**src/rtl/core/wdr_pkg.sv**
```systemverilog
// wdr_pkg: shared constants, types and helper functions of the water drop synthesiser.
// Holds the cosine coefficient table built at elaboration time.
// No dependencies.
package wdr_pkg;

  // table and resonator sizes
  localparam int COS_TABLE_DEPTH = 1024;
  localparam int NUM_RESONATORS  = 3;
  localparam int COS_AW          = $clog2(COS_TABLE_DEPTH);

  // divider for the table index: dividend is (f*2D + fs<<14) >> 15
  localparam int NUM_W = 32 + COS_AW + 2;
  localparam int QUO_W = NUM_W - 15;
  localparam int FS_W  = 18;

  // square root unit: 46-bit radicand, 23-bit root
  localparam int SQ_W   = 46;
  localparam int ROOT_W = 23;
  localparam int REM_W  = 27;
  localparam int CNT_W  = $clog2(QUO_W);

  // port widths
  localparam int IN_TDATA_W  = 96;
  localparam int OUT_TDATA_W = 48;
  localparam int CFG_IDX_W   = 3;
  localparam int CFG_DATA_W  = 18;

  // configuration register indexes
  localparam logic [CFG_IDX_W-1:0] CFG_DROP_COUNT   = 3'd0;
  localparam logic [CFG_IDX_W-1:0] CFG_RESONANCE_HZ = 3'd1;
  localparam logic [CFG_IDX_W-1:0] CFG_SPREAD       = 3'd2;
  localparam logic [CFG_IDX_W-1:0] CFG_JITTER_DEPTH = 3'd3;
  localparam logic [CFG_IDX_W-1:0] CFG_SAMPLE_RATE  = 3'd4;

  // Q2.22 constants
  localparam logic signed [25:0] Q_ONE      = 26'sd4194304;
  localparam logic signed [25:0] POLE_Q     = 26'sd4188013;
  localparam logic signed [25:0] POLE_SQ_Q  = 26'sd4181731;
  localparam logic signed [25:0] SWEEP_Q    = 26'sd4194723;
  localparam logic signed [25:0] DECAY_Q    = 26'sd3984589;
  localparam logic signed [23:0] GAIN_FLOOR = 24'sd4194;
  localparam logic [23:0]        PAN_RESET  = 24'd3187671;
  localparam logic [63:0]        TWO_PI_Q30 = 64'd6746518852;
  localparam logic [63:0]        TWO_POLE_Q = 64'd8376025;

  // table addresses of the reset coefficients (600, 1200, 1800 Hz at 44100 Hz)
  localparam int RST_IDX0 = ((600 * 2 * COS_TABLE_DEPTH + 44100) / 88200) % COS_TABLE_DEPTH;
  localparam int RST_IDX1 = ((1200 * 2 * COS_TABLE_DEPTH + 44100) / 88200) % COS_TABLE_DEPTH;
  localparam int RST_IDX2 = ((1800 * 2 * COS_TABLE_DEPTH + 44100) / 88200) % COS_TABLE_DEPTH;

  typedef logic signed [23:0] coeff_t;
  typedef coeff_t coeff_rom_t [COS_TABLE_DEPTH];

  // handshake between sequencer and iterative unit
  typedef struct packed {
    logic start;
    logic sqrt_mode;
  } iu_req_t;

  typedef struct packed {
    logic busy;
    logic done;
  } iu_rsp_t;

  // x / 32767 by reciprocal series and one correction step
  function automatic logic [24:0] div32767(input logic [39:0] x);
    logic [39:0] est;
    logic [39:0] q0;
    logic [39:0] r;
    est = x + (x >> 15) + (x >> 30);
    q0  = est >> 15;
    r   = x - ((q0 << 15) - q0);
    return (r >= 40'd32767) ? 25'(q0 + 40'd1) : 25'(q0);
  endfunction

  // random word to Q2.22 noise in about [-0.5, 0.5]
  function automatic logic signed [23:0] word_noise(input logic [14:0] r);
    logic signed [15:0] d;
    logic [14:0]        mag;
    logic [24:0]        q;
    d   = $signed({1'b0, r}) - 16'sd16384;
    mag = d[15] ? 15'(-d) : 15'(d);
    q   = div32767((40'(mag) << 22) + 40'd16383);
    return d[15] ? -$signed(24'(q)) : $signed(24'(q));
  endfunction

  // saturate to signed 24 bit
  function automatic logic signed [23:0] sat24(input logic signed [59:0] v);
    if (v > 60'sd8388607) begin
      return 24'sd8388607;
    end else if (v < -60'sd8388608) begin
      return -24'sd8388608;
    end
    return v[23:0];
  endfunction

  // -1.997*cos table by polynomial series, one entry per phase step
  function automatic coeff_rom_t build_coeff_rom();
    coeff_rom_t  rom;
    logic [63:0] x;
    logic [63:0] a;
    logic [63:0] a2;
    logic [63:0] t;
    logic [63:0] v;
    logic [63:0] tmp;
    logic        neg;
    for (int k = 0; k < COS_TABLE_DEPTH; k++) begin
      x   = (64'(k) << 30) / COS_TABLE_DEPTH;
      neg = 1'b0;
      if (x > (64'd1 << 29)) x = (64'd1 << 30) - x;
      if (x > (64'd1 << 28)) begin
        x   = (64'd1 << 29) - x;
        neg = 1'b1;
      end
      a  = (x * TWO_PI_Q30) >> 30;
      a2 = (a * a) >> 30;
      t  = 64'd1 << 30;
      tmp = ((a2 * t) >> 30) / 182;
      t   = (tmp > (64'd1 << 30)) ? 64'd0 : (64'd1 << 30) - tmp;
      tmp = ((a2 * t) >> 30) / 132;
      t   = (tmp > (64'd1 << 30)) ? 64'd0 : (64'd1 << 30) - tmp;
      tmp = ((a2 * t) >> 30) / 90;
      t   = (tmp > (64'd1 << 30)) ? 64'd0 : (64'd1 << 30) - tmp;
      tmp = ((a2 * t) >> 30) / 56;
      t   = (tmp > (64'd1 << 30)) ? 64'd0 : (64'd1 << 30) - tmp;
      tmp = ((a2 * t) >> 30) / 30;
      t   = (tmp > (64'd1 << 30)) ? 64'd0 : (64'd1 << 30) - tmp;
      tmp = ((a2 * t) >> 30) / 12;
      t   = (tmp > (64'd1 << 30)) ? 64'd0 : (64'd1 << 30) - tmp;
      tmp = ((a2 * t) >> 30) / 2;
      t   = (tmp > (64'd1 << 30)) ? 64'd0 : (64'd1 << 30) - tmp;
      v = (t * TWO_POLE_Q + (64'd1 << 29)) >> 30;
      rom[k] = neg ? $signed(24'(v)) : -$signed(24'(v));
    end
    return rom;
  endfunction

  localparam coeff_rom_t COEFF_ROM = build_coeff_rom();

endpackage

```
**src/rtl/core/wdr_iter_unit.sv**
```systemverilog
// wdr_iter_unit: shared compare/subtract unit, one quotient or root bit per cycle.
// Restoring division for the table index, digit-by-digit square root for the pan.
// Depends on wdr_pkg.
module wdr_iter_unit import wdr_pkg::*; (
  input  logic             clk,
  input  logic             rst_n,
  input  iu_req_t          req,
  input  logic [QUO_W-1:0] div_num,
  input  logic [FS_W-1:0]  div_den,
  input  logic [SQ_W-1:0]  sq_val,
  output iu_rsp_t          rsp,
  output logic [QUO_W-1:0] result
);

  logic             busy_r;
  logic             done_r;
  logic             mode_r;
  logic [CNT_W-1:0] cnt_r;
  logic [SQ_W-1:0]  src_r;
  logic [FS_W-1:0]  den_r;
  logic [REM_W-1:0] rem_r;
  logic [QUO_W-1:0] res_r;

  logic [REM_W-1:0] op_x;
  logic [REM_W-1:0] op_y;
  logic             ge;
  logic             last;

  // shared trial subtraction
  always_comb begin
    if (mode_r) begin
      op_x = {rem_r[REM_W-3:0], src_r[SQ_W-1:SQ_W-2]};
      op_y = REM_W'({res_r[ROOT_W-1:0], 2'b01});
      last = (cnt_r == CNT_W'(ROOT_W - 1));
    end else begin
      op_x = {rem_r[REM_W-2:0], src_r[QUO_W-1]};
      op_y = REM_W'(den_r);
      last = (cnt_r == CNT_W'(QUO_W - 1));
    end
    ge = (op_x >= op_y);
  end

  always_ff @(posedge clk) begin
    if (!rst_n) begin
      busy_r <= 1'b0;
      done_r <= 1'b0;
      mode_r <= 1'b0;
      cnt_r  <= '0;
    end else begin
      done_r <= 1'b0;
      if (req.start) begin
        busy_r <= 1'b1;
        mode_r <= req.sqrt_mode;
        cnt_r  <= '0;
        src_r  <= req.sqrt_mode ? sq_val : SQ_W'(div_num);
        den_r  <= div_den;
        rem_r  <= '0;
        res_r  <= '0;
      end else if (busy_r) begin
        rem_r <= ge ? (op_x - op_y) : op_x;
        res_r <= {res_r[QUO_W-2:0], ge};
        src_r <= mode_r ? (src_r << 2) : (src_r << 1);
        cnt_r <= cnt_r + CNT_W'(1);
        if (last) begin
          busy_r <= 1'b0;
          done_r <= 1'b1;
        end
      end
    end
  end

  assign rsp    = '{busy: busy_r, done: done_r};
  assign result = res_r;

endmodule

```
**config.mk**
```make
export PLATFORM = sky130hd
export DESIGN_NAME = wdr_iter_unit
export DESIGN_NICKNAME = d
export VERILOG_FILES = /design/src/rtl/core/wdr_pkg.sv /design/src/rtl/core/wdr_iter_unit.sv
export SDC_FILE = /design/constraint.sdc
export NUM_CORES = 1
export LEC_CHECK = 0
export ABC_AREA = 0
export CAP_MARGIN = 30
export CORE_MARGIN = 1.5
export CORE_UTILIZATION = 60
export DETAILED_ROUTE_END_ITERATION = 16
export DONT_BUFFER_PORTS = 1
export GPL_ROUTABILITY_DRIVEN = 0
export HOLD_SLACK_MARGIN = 0.03
export PLACE_DENSITY = 0.75
export SLEW_MARGIN = 30
export SYNTH_ARGS = -nofsm -noshare
export SYNTH_HDL_FRONTEND = slang
export SYNTH_SLANG_ARGS = --single-unit
```
**constraint.sdc**
```tcl
create_clock -name clk -period 9 [get_ports clk]
set_input_delay 1.35 -clock clk [delete_from_list [all_inputs] [get_ports clk]]
set_output_delay 1.35 -clock clk [all_outputs]
set_load 0.05 [all_outputs]
```
Yosys cells after proc, flatten, opt, wreduce, memory -nomap -nowiden
Index checks and enable logic that the tools add are counted.
{ "word_totals": {"input_bits": 97, "register_bits": 127, "elab_cells": 34, "out_inout_bits": 31} }
{ "classes": {"eq_ne": 2, "n_reduce_logical": 5, "n_mux": 14, "magnitude_cmp": 1, "add_sub_neg": 2, "bitwise_logic": 2} }
{ "op_table": {"columns": ["cell", "count"], "rows": [
  ["$mux 46", 4],
  ["$mux 26", 2],
  ["$mux 29", 1],
  ["$ge 27x25->1", 1],
  ["$mux 27", 1],
  ["$sub 26x25->26", 1],
  ["$mux 25", 1],
  ["$eq 5x5->1 const B", 2],
  ["$add 5x1->5 const B", 1],
  ["$mux 1", 5],
  ["$reduce_and 2->1", 2],
  ["$reduce_or 3->1", 1],
  ["$not 1->1", 2],
  ["$reduce_bool 2->1", 1],
  ["$reduce_or 2->1", 1]
]} }

Logic depth before layout (Yosys ltp)
Gate-level depths: netlist of run 1.
{ "logic_depth": {"ltp_word": 5, "depth_mapped": 15} }

Worst setup path after synthesis of run 1
No wires, ideal clock.
{ "synth_timing": {"kind": "input -> register", "start": "input port req[1] in the netlist's numbering", "end": "register busy_r", "cell_stages": 4, "n_path_buf": 2, "required_time_ns": 8.932, "arrival_ns": 4.555, "setup_slack_ns": 4.377, "setup_ns": 0.068, "path_cell_list": "clkbuf_1 clkbuf_1 o21a_1 o41a_1"} }
{ "synth_between": {"elab_chain_cells": 1} }
{ "synth_lines": {"columns": ["item", "line_no", "source"], "rows": [
  ["start: declaration", "wdr_iter_unit.sv:7", "input iu_req_t req,"],
  ["$mux 1", "wdr_iter_unit.sv:51", "if (req.start) begin"],
  ["end signal: assignment", "wdr_iter_unit.sv:45", "busy_r <= 1'b0;"],
  ["end signal: assignment", "wdr_iter_unit.sv:52", "busy_r <= 1'b1;"],
  ["end signal: assignment", "wdr_iter_unit.sv:65", "busy_r <= 1'b0;"],
  ["end: declaration", "wdr_iter_unit.sv:15", "logic busy_r;"]
]} }
Every way passes these cells.
A chain may end at the register's enable or synchronous reset.

Worst setup path after layout of run 1
{ "layout_timing": {"start": "register mode_r", "end": "register rem_r[23], data pin"} }
{ "layout_between": {"elab_chain_cells": 4, "word_cells_on_any_way": 6, "cone_classes": "1 x add/sub; 1 x order compare; 4 x mux"} }
{ "layout_lines": {"columns": ["item", "line_no", "source"], "rows": [
  ["start: declaration", "wdr_iter_unit.sv:17", "logic mode_r;"],
  ["start signal: assignment", "wdr_iter_unit.sv:53", "mode_r <= req.sqrt_mode;"],
  ["$mux 27 or $mux 25 (tied branches)", "wdr_iter_unit.sv:31", "if (mode_r) begin"],
  ["$sub 26x25->26 or $ge 27x25->1 (tied branches)", "wdr_iter_unit.sv:60, wdr_iter_unit.sv:40", null],
  ["$mux 26 *", "wdr_iter_unit.sv:60", "rem_r <= ge ? (op_x - op_y) : op_x;"],
  ["$mux 26 *", "wdr_iter_unit.sv:59", "end else if (busy_r) begin"],
  ["end signal: assignment", "wdr_iter_unit.sv:60", null],
  ["end: declaration", "wdr_iter_unit.sv:21", "logic [REM_W-1:0] rem_r;"]
]} }
Mark *: on every way between the ends. The rest lies on a longest branch, timed or not. The select of a mux whose other input is x is not followed.

==> results of run 1 <==
registers in the layout, summed over array words and instances (netlist names):
signal,flops
src_r,46
result,29
rem_r,26
den_r,18
cnt_r,5
busy_r,1
done_r,1
mode_r,1
worst min-delay path, delay by kind of cell (launching register included):
family,cells,cell delay [ns]
and+or+nand+nor,2,0.15
DFF,1,0.32
cell usage after synthesis (4+ instances only):
library cell	n	share of area (%)
a211oi_1	35	3.4
a21o_1	5	0.49
a21oi_1	74	4.8
and2_1	4	0.32
clkbuf_1	40	1.9
dfxtp_1	8	2.1
edfxtp_1	119	46
ha_1	26	4.2
inv_1	8	0.39
mux2_2	25	3.7
mux2i_1	63	8.2
nand2_1	79	3.8
nand2b_1	9	0.73
nand3_1	9	0.58
nand4_1	9	0.73
nor2_1	23	1.1
nor2b_1	65	5.3
nor3_1	9	0.58
o211ai_1	6	0.58
o21a_1	5	0.49
o21ai_0	36	2.3
o31ai_1	4	0.39
xnor2_1	5	0.57
xor2_1	10	1.1
power by group through the flow:
stage	Clock (mW)	Combinational, mW	Sequential, mW
after floorplan	0	0.329	0.763
after global placement	0	0.371	0.771
after detailed placement	0	0.383	0.773
after CTS	0.626	0.386	0.762
after global routing	0.648	0.435	0.768
final	0.615	0.390	0.762
worst max-delay path by stage:
| stage | startpoint | end | slack, ns | depth (start not counted) |
|---|---|---|---|---|
| global placement | mode_r | rem_r[23] | 4.27 | 10 |
| global route | mode_r | rem_r[23] | 4.08 | 10 |
| floorplan | req[1] | busy_r | 4.38 | 4 |
| finish | mode_r | rem_r[23] | 4.36 | 10 |
| CTS | mode_r | rem_r[23] | 4.33 | 10 |
| detailed placement | mode_r | rem_r[23] | 4.37 | 10 |
cells by family after synthesis:
| group | count (synthesis) | synth area share [%] |
|---|---|---|
| AND/OR/NAND/NOR | 225 | 14.9 |
| AO/OA/AOI/OAI | 191 | 15.8 |
| XOR/XNOR | 15 | 1.70 |
| buffers and inverters | 55 | 2.90 |
| adder cells (fa/ha/maj) | 27 | 4.48 |
| flip-flops | 127 | 48.4 |
| multiplexers | 88 | 11.8 |
metal layers:
| layer | global-route usage, % | part of all wire (%) |
|---|---|---|
| met5 | 0 | 0 |
| met4 | 10.0 | 2.0 |
| met3 | 5.81 | 5.3 |
| met2 | 35.0 | 46 |
| met1 | 33.0 | 46 |
cell type report:
| cell class | count | area [sq um] | area share [%] |
|---|---|---|---|
| multi-input cells | 546 | 3770 | 45.3 |
| flip-flops and latches | 127 | 3740 | 44.9 |
| clock buffers | 19 | 433 | 5.21 |
| well taps | 172 | 215 | 2.59 |
| clock inverters | 13 | 97.6 | 1.17 |
| repair buffers | 3 | 33.8 | 0.406 |
| inverters | 8 | 30.0 | 0.361 |
cell usage in the layout (no fill, tap or decap), types with 3 or more instances in the layout:
master      netlist  routed
nand2_1          79      79
xnor2_1           5       5
or2_2             3       3
mux2i_1          63      63
inv_1             8       8
o31ai_1           4       4
a211oi_1         35      35
or3b_2            3       3
nand4_1           9       9
clkinv_1          0       5
ha_1             26      26
clkinvlp_4        0       4
nand2b_1          9       9
o21a_1            5       4
a21o_1            5       5
o211ai_1          6       6
mux2_2           25      25
nor2b_1          65      65
o21ai_0          36      36
dfxtp_1           8       7
nor3_1            9       9
nand3_1           9       9
nor2_1           23      23
and2_1            4       3
clkbuf_16         0      17
edfxtp_1        119     119
a21oi_1          74      74
xor2_1           10      10
o22ai_1           3       3
==> impl_metrics.json, run 1 <==
{
  "rr_worst_depth": 10,
  "status": "finished, final reports clean",
  "die_x_um": 116,
  "hold_slack_ns": 0.505,
  "via_per_inst": 6.03,
  "power.static_leakage_nw": 2.90,
  "worstHoldStart": "cnt_r[4]",
  "maxCapViolations": 0,
  "rsz0062_at_grt": "false",
  "route.detailed.drc": 0,
  "grt_max_degree": 138,
  "grtUsageTotal_pct": 23.5,
  "crit_type": "reg2reg",
  "wl_per_cell_um": 17.1,
  "cts_setup_buffers": 0,
  "synth-main-ff-cell": "edfxtp_1",
  "placedCellCount": 855,
  "dpl_cell_area_sq_um": 7770,
  "netSwitchingFraction_pct": 29.3,
  "pwr-share-clk_pct": 34.8,
  "syn-cell-area_sq_um": 7710,
  "syn_avg_cell_area_sq_um": 10.6,
  "place_hpwl_um": 10200,
  "tightest_slew_ns": 0.843,
  "crit_fanout": 102,
  "drt_iter0_drc": 457,
  "setup_viol_count_final": 0,
  "crit_chain": "buf_6, mux2_2, ha_1, a211oi_2, nor2_1, o41ai_4, a21oi_2, or3_1, and2_4, a2111oi_2",
  "start_util_pct": 61.4,
  "first_pass_iters": 6,
  "start_kind": "flip-flop",
  "core_area_sq_um": 12600,
  "ioPinCount": 128,
  "async_reset_ff_share_pct": 0,
  "max_stage_delay_ns": 0.73,
  "cts.path.max_buffers": 2,
  "pre_cts_ws_ns": 4.37,
  "synth_edf_count": 119,
  "stdcell_count": 888,
  "p_sw_mw": 0.517,
  "cts-root-buf": "clkbuf_16",
  "fin_crit_sh_pct": 51.5,
  "hold_class": "reg2reg",
  "worstSetupEndpointType": "flip-flop",
  "fin_area_sq_um": 8320,
  "hold_buffers": 0,
  "area_growth_pct": 7.84,
  "internal_power_mw": 1.25,
  "cts_tree": "done",
  "crit_slowest_cell": "or3_1",
  "setup_ws_ns": 4.36,
  "io_buffers": 0,
  "clock-sinks": 127,
  "holdPathStages": 2,
  "grt_antenna_before_repair": 0,
  "syn_nets": 852,
  "grt_pass1_vias": 5032,
  "r2r_start": "mode_r",
  "fin_tns_setup_ns": 0,
  "max_freq_ghz": 0.216,
  "power_mw": 1.77,
  "finalCriticalPeriod_ns": 4.64,
  "power_density_nw_per_um2": 212,
  "arrival_ns": 4.87,
  "nets": 827,
  "cts_buffers": 17,
  "drv_slew": 0,
  "crit_buf_inv": 1,
  "crit_family": "simple AND/OR/NAND/NOR gates",
  "synth_cells": 728,
  "required_ns": 9.23,
  "grt_pass1_wl_um": 24500,
  "drt-total-wl_um": 15200,
  "grt_overflow_total": 0,
  "ys_seq_area_share_pct": 48.4,
  "clk_pin_slew_ns": 0.06,
  "std_cell_rows": 41,
  "pwr-share-comb_pct": 22.1,
  "yosys_warnings": 0,
  "antenna_cells": 0,
  "dieArea_sq_um": 13500,
  "finClkSkew_ns": 0.00739,
  "min_to": "done_r",
  "insertion_delay_ns": 0.42,
  "ys_types": 60,
  "cts.htree.levels": 4,
  "ir_drop_mv": 0.156,
  "drive_above_1_share_pct": 9.92,
  "synth-seq-cells": 127,
  "die_y_um": 116,
  "rrSetupSlack_ns": 4.36,
  "n_fill_cell": 950,
  "seqPwrFrac_pct": 43.1,
  "cts.repair.resized": 0,
  "hold_viol_final": 0,
  "timing.rr.end": "rem_r[23]",
  "slew_headroom_pct": 43.8,
  "final_util_pct": 66.2,
  "num_vias": 5357,
  "antenna_left": 0
}
(Power assumes the default switching activity.)
==> run 2, diff against run 1 <==
Settings changed: ABC_AREA 0 to 1, CORE_UTILIZATION 60 to 59, PLACE_DENSITY 0.75 to 0.77.
Clock period 9 ns to 3.85 ns, I/O delays scaled along.
==> run 2 against run 1 <==
Net effect:
- sequential share of layout area fell by 3.9 points
- utilization fell by 0.85 points
- worst setup slack got worse by 3.9 ns
- largest power group unchanged
- non-clock buffer count rose by 13
- cell count rose by 45%
- via count rose by 31%
- highest routed layer unchanged
==> impl_metrics.json, run 2 <==
{
  "status": "finished, final reports clean",
  "cts_setup_buffers": 0,
  "syn-cell-area_sq_um": 8420,
  "arrival_ns": 3.60,
  "core_area_sq_um": 13900,
  "busiest_layer": "met2",
  "nets": 1219,
  "grt_antenna_before_repair": 0,
  "max_freq_ghz": 0.293,
  "cts-root-buf": "clkbuf_16",
  "finalCriticalPeriod_ns": 3.41,
  "placedCellCount": 1256,
  "synth.most_common_cell": "nand2_1",
  "wl_per_cell_um": 15.2,
  "synth_top_area_share_pct": 42.4,
  "largest_reg_flops": 46,
  "rr_worst_depth": 16,
  "drive_above_1_share_pct": 9.12,
  "finClkSkew_ns": 0.0137,
  "layout_common_cells": "nand2_1 (257), inv_1 (199), nor2_1 (167), edfxtp_1 (119), o21ai_0 (75)",
  "tightest_slew_ns": 0.862,
  "synth-seq-cells": 127,
  "crit_fanout": 29,
  "grt_util_met1_pct": 35.8,
  "route.detailed.drc": 0,
  "holdPathStages": 0,
  "grt_overflow_total": 0,
  "clock-sinks": 127,
  "place_hpwl_um": 13600,
  "via_per_inst": 5.46,
  "ys_types": 42,
  "largest-register": "src_r",
  "cts.repair.resized": 0,
  "hold_buffers": 0,
  "ys_top_cells_by_area": "edfxtp_1 (42%), nand2_1 (11%), inv_1 (8.9%)",
  "area_growth_pct": 8.05,
  "std_cell_rows": 43,
  "grtUsageMet2_pct": 45.4,
  "cts_tree": "done",
  "required_ns": 4.03,
  "drt_iter0_drc": 571,
  "ir_drop_mv": 0.309,
  "rsz0062_at_grt": "false",
  "grt_pass1_vias": 6817,
  "synth_cells": 1104,
  "grtUsageTotal_pct": 27.9,
  "synth_edf_count": 119,
  "start_util_pct": 60.4,
  "insertion_delay_ns": 0.43,
  "async_reset_ff_share_pct": 0,
  "drt-total-wl_um": 19600,
  "synth_top_cell_by_area": "edfxtp_1",
  "synth-main-ff-cell": "edfxtp_1",
  "hold_viol_final": 0,
  "fin_tns_setup_ns": 0,
  "cts.htree.levels": 4,
  "die_x_um": 122,
  "die_y_um": 122,
  "setup_viol_count_final": 0,
  "crit_type": "reg2reg",
  "first_pass_iters": 5,
  "fin_crit_sh_pct": 88.7,
  "ioPinCount": 128,
  "ys_top_cells_by_count": "nand2_1 (257), inv_1 (200), nor2_1 (167)",
  "cts_buffers": 17,
  "drv_slew": 0,
  "grt_max_degree": 73,
  "syn_nets": 1228,
  "io_buffers": 0,
  "antenna_left": 0,
  "slew_headroom_pct": 42.5,
  "met3_usage_pct": 6.88,
  "power_density_nw_per_um2": 476,
  "hold_class": "in2reg",
  "start_kind": "flip-flop",
  "clk_pin_slew_ns": 0.06,
  "yosys_warnings": 0,
  "antenna_cells": 0,
  "num_vias": 7033,
  "final_common_cell": "nand2_1",
  "worstSetupEndpointType": "flip-flop",
  "power.static_leakage_nw": 4.18,
  "maxCapViolations": 0,
  "dieArea_sq_um": 15000,
  "ys_seq_area_share_pct": 44.3,
  "syn_avg_cell_area_sq_um": 7.63,
  "cts.path.max_buffers": 2,
  "stdcell_count": 1288,
  "grt_pass1_wl_um": 32500
}
-- run 2: changes by cell type in the layout (fill, tap and decap cells not counted), moves of 57 or more --
cell,change
nor2_1,+144
a21oi_1,-57
inv_1,+191
mux2i_1,-63
nand2_1,+178
nor2b_1,-65
-- run 2: per-stage QoR --
step / utilization (%) / area, sq um / hold WS, ns / power (mW) / setup WS [ns]
after floorplan: - / 8430 / 0.468 / 2.64 / 0.874
after global placement: 61.5 / 8570 / 0.477 / 2.85 / 0.607
after detailed placement: 61.5 / 8570 / 0.487 / 2.86 / 0.521
after CTS: 65.3 / 9100 / 0.230 / 4.33 / 0.491
after global routing: 65.3 / 9100 / 0.230 / 4.55 / 0.125
final: 65.3 / 9100 / 0.238 / 4.33 / 0.437
-- run 2: worst max-delay path: stages, from the launching register on --
cell and delay (ns):
dfxtp_2 0.32, inv_1 0.35, or2_2 0.43, o21ai_0 0.11, inv_1 0.07, ha_1 0.38
nand2_1 0.16, inv_1 0.05, nand2_1 0.06, nand2_1 0.11, a21oi_1 0.24, nor2_1 0.10
nor2_4 0.32, buf_12 0.20, nand3_1 0.10, nand2_1 0.09, nor2_1 0.05
-- run 2: logic make-up (layout without fill, tap and decap cells) --
logic type	count (synthesis)	count (layout)	share of synthesized area, %
xor+xnor	11	11	1.14
flops	127	127	44.3
simple gates	548	548	28.0
compound gates	143	143	10.6
buf+inv	248	252	11.8
fa+ha+maj	27	27	4.10
-- run 2: final timing paths --
path	startpoint	end	slack, ns
hold / removal	div_den[13]	den_r[13]	0.24
setup reg to reg	mode_r	rem_r[2]	0.44
setup / recovery	mode_r	rem_r[2]	0.44
hold reg to reg	cnt_r[4]	cnt_r[4]	0.49
-- run 2: layer usage --
metal  up-vias  part of all wire [%]
met2       257                    47
met1      3191                    43
met4         0                   2.2
met5         -                     0
li1       3543                     -
met3        42                   7.6
-- run 2: cell type report --
| type | count | area, sq um |
|---|---|---|
| clock buffers | 21 | 440 |
| fillers | 1178 | 4830 |
| repair buffers | 16 | 133 |
| inverters | 204 | 768 |
| multi-input cells | 729 | 3710 |
| well taps | 180 | 225 |
| clock inverters | 11 | 93.8 |
| flip-flops and latches | 127 | 3730 |
-- run 2: report_power, final --
| part | switching, mW | internal [mW] |
|---|---|---|
| Combinational | 0.740 | 0.371 |
| Sequential | 0.0897 | 1.66 |
| Clock | 0.592 | 0.879 |
==> run 3, diff against run 2 <==
Settings changed: CORE_UTILIZATION 59 to 35, PLACE_DENSITY 0.77 to 0.48.
Clock period 3.85 ns to 3.8 ns, I/O delays scaled along.
==> run 3 against run 2 <==
Net effect:
- clock skew grew 0.0028 ns
- critical path depth shrank 2
- total power grew 3.9%
- first-iteration DRC count shrank 33%
- clock power grew 8%
- non-clock buffer count grew 9
==> impl_metrics.json, run 3 (same netlist as run 2, synthesis figures left out) <==
{
  "status": "finished, final reports clean",
  "start_kind": "flip-flop",
  "netSwitchingFraction_pct": 32.8,
  "route.detailed.drc": 0,
  "required_ns": 3.97,
  "ioPinCount": 128,
  "core_area_sq_um": 23500,
  "hold_class": "in2reg",
  "first_pass_iters": 5,
  "drive_above_1_share_pct": 10.1,
  "final_common_cell": "nand2_1",
  "routed-wl-met2_um": 10100,
  "cts_buffers": 17,
  "routed-wl-met3_um": 932,
  "clk_pin_slew_ns": 0.06,
  "hold_slack_ns": 0.245,
  "die_x_um": 158,
  "cts.htree.levels": 4,
  "cts_setup_buffers": 0,
  "largest-register": "src_r",
  "nets": 1228,
  "maxCapViolations": 0,
  "antenna_left": 0,
  "hold_viol_final": 0,
  "hold_buffers": 0,
  "setup_ws_ns": 0.367,
  "crit_type": "reg2reg",
  "fin_tns_setup_ns": 0,
  "power.static_leakage_nw": 4.23,
  "place_hpwl_um": 15700,
  "seqPwrFrac_pct": 39.0,
  "dieArea_sq_um": 25000,
  "tightest_slew_ns": 0.854,
  "grt_overflow_total": 0,
  "crit_fanout": 26,
  "cts-root-buf": "clkbuf_16",
  "std_cell_rows": 56,
  "via_per_inst": 4.82,
  "p_sw_mw": 1.48,
  "final_util_pct": 40.0,
  "start_util_pct": 35.8,
  "pwr-share-comb_pct": 25.6,
  "ir_drop_mv": 0.286,
  "grtUsageTotal_pct": 18.0,
  "setup_viol_count_final": 0,
  "internal_power_mw": 3.02,
  "rsz0062_at_grt": "false",
  "grt_max_degree": 73,
  "clock-sinks": 127,
  "num_vias": 6918,
  "pre_cts_ws_ns": 0.457,
  "slew_headroom_pct": 43.0,
  "insertion_delay_ns": 0.42,
  "fin_crit_sh_pct": 90.3,
  "drt_iter0_drc": 382,
  "cts_tree": "done",
  "cts.path.max_buffers": 2,
  "area_growth_pct": 11.7,
  "wl_met1_um": 10000,
  "drv_slew": 0,
  "worstSetupEndpointType": "flip-flop",
  "grt_pass1_wl_um": 34700,
  "max_freq_ghz": 0.291,
  "wl_per_cell_um": 14.9,
  "io_buffers": 0,
  "grt_pass1_vias": 6720,
  "pwr-share-clk_pct": 35.4,
  "antenna_cells": 0,
  "layout_common_cells": "nand2_1 (257), inv_1 (199), nor2_1 (167), edfxtp_1 (119), o21ai_0 (75)",
  "largest_reg_flops": 46,
  "finClkSkew_ns": 0.0165,
  "cts.repair.resized": 0,
  "highest_layer": "met5",
  "finalCriticalPeriod_ns": 3.43,
  "arrival_ns": 3.60,
  "power_density_nw_per_um2": 478,
  "drt-total-wl_um": 21500,
  "grt_antenna_before_repair": 3,
  "power_mw": 4.50,
  "die_y_um": 158
}
==> run 3: through the flow <==
step,cells,cell area (sq um)
2_1_floorplan,1104,8430
3_3_place_gp,1404,8830
3_5_place_dp,1404,8830
4_1_cts,1436,9410
5_1_grt,1436,9410
6_report,1436,9410
==> run 3: layout make-up <==
cell class                      count  area [sq um]
Clock buffer                       18           429
Sequential cell                   127          3730
Multi-Input combinational cell    729          3710
Tap cell                          319           399
Clock inverter                     14           143
Timing Repair Buffer               25           225
Fill cell                        2508         14100
Inverter                          204           768
==> run 3: worst max-delay path: stages (launching register included) <==
cell	delay [ns]
dfxtp_2	0.35
inv_1	0.04
buf_4	0.21
or2_2	0.29
o21ai_0	0.12
inv_1	0.08
ha_1	0.38
a21oi_1	0.29
nand2_1	0.15
a21oi_2	0.22
nand2_2	0.09
nor2_4	0.64
nand3_1	0.15
nand2_1	0.11
nor2_1	0.05
==> run 3: path summary, 6_finish.rpt <==
| kind | startpoint | to | slack [ns] | depth (start not counted) |
|---|---|---|---|---|
| setup reg to reg | mode_r | rem_r[12] | 0.37 | 14 |
| hold reg to reg | cnt_r[4] | cnt_r[4] | 0.50 | 2 |
| hold / removal | div_den[0] | den_r[0] | 0.24 | 0 |
| setup / recovery | mode_r | rem_r[12] | 0.37 | 14 |
==> run 3: routing by layer <==
layer	up-vias	global-route usage, %
li1	3567	-
met1	3184	23.7
met2	140	29.4
met3	25	3.50
met4	2	6.23
met5	-	0
==> run 3: power by group through the flow <==
stage / Sequential [mW] / Clock, mW / Combinational (mW)
after floorplan: 1.80 / 0 / 0.872
after global placement: 1.78 / 0 / 1.16
after detailed placement: 1.78 / 0 / 1.16
after CTS: 1.76 / 1.64 / 1.16
after global routing: 1.77 / 1.69 / 1.32
final: 1.76 / 1.59 / 1.15
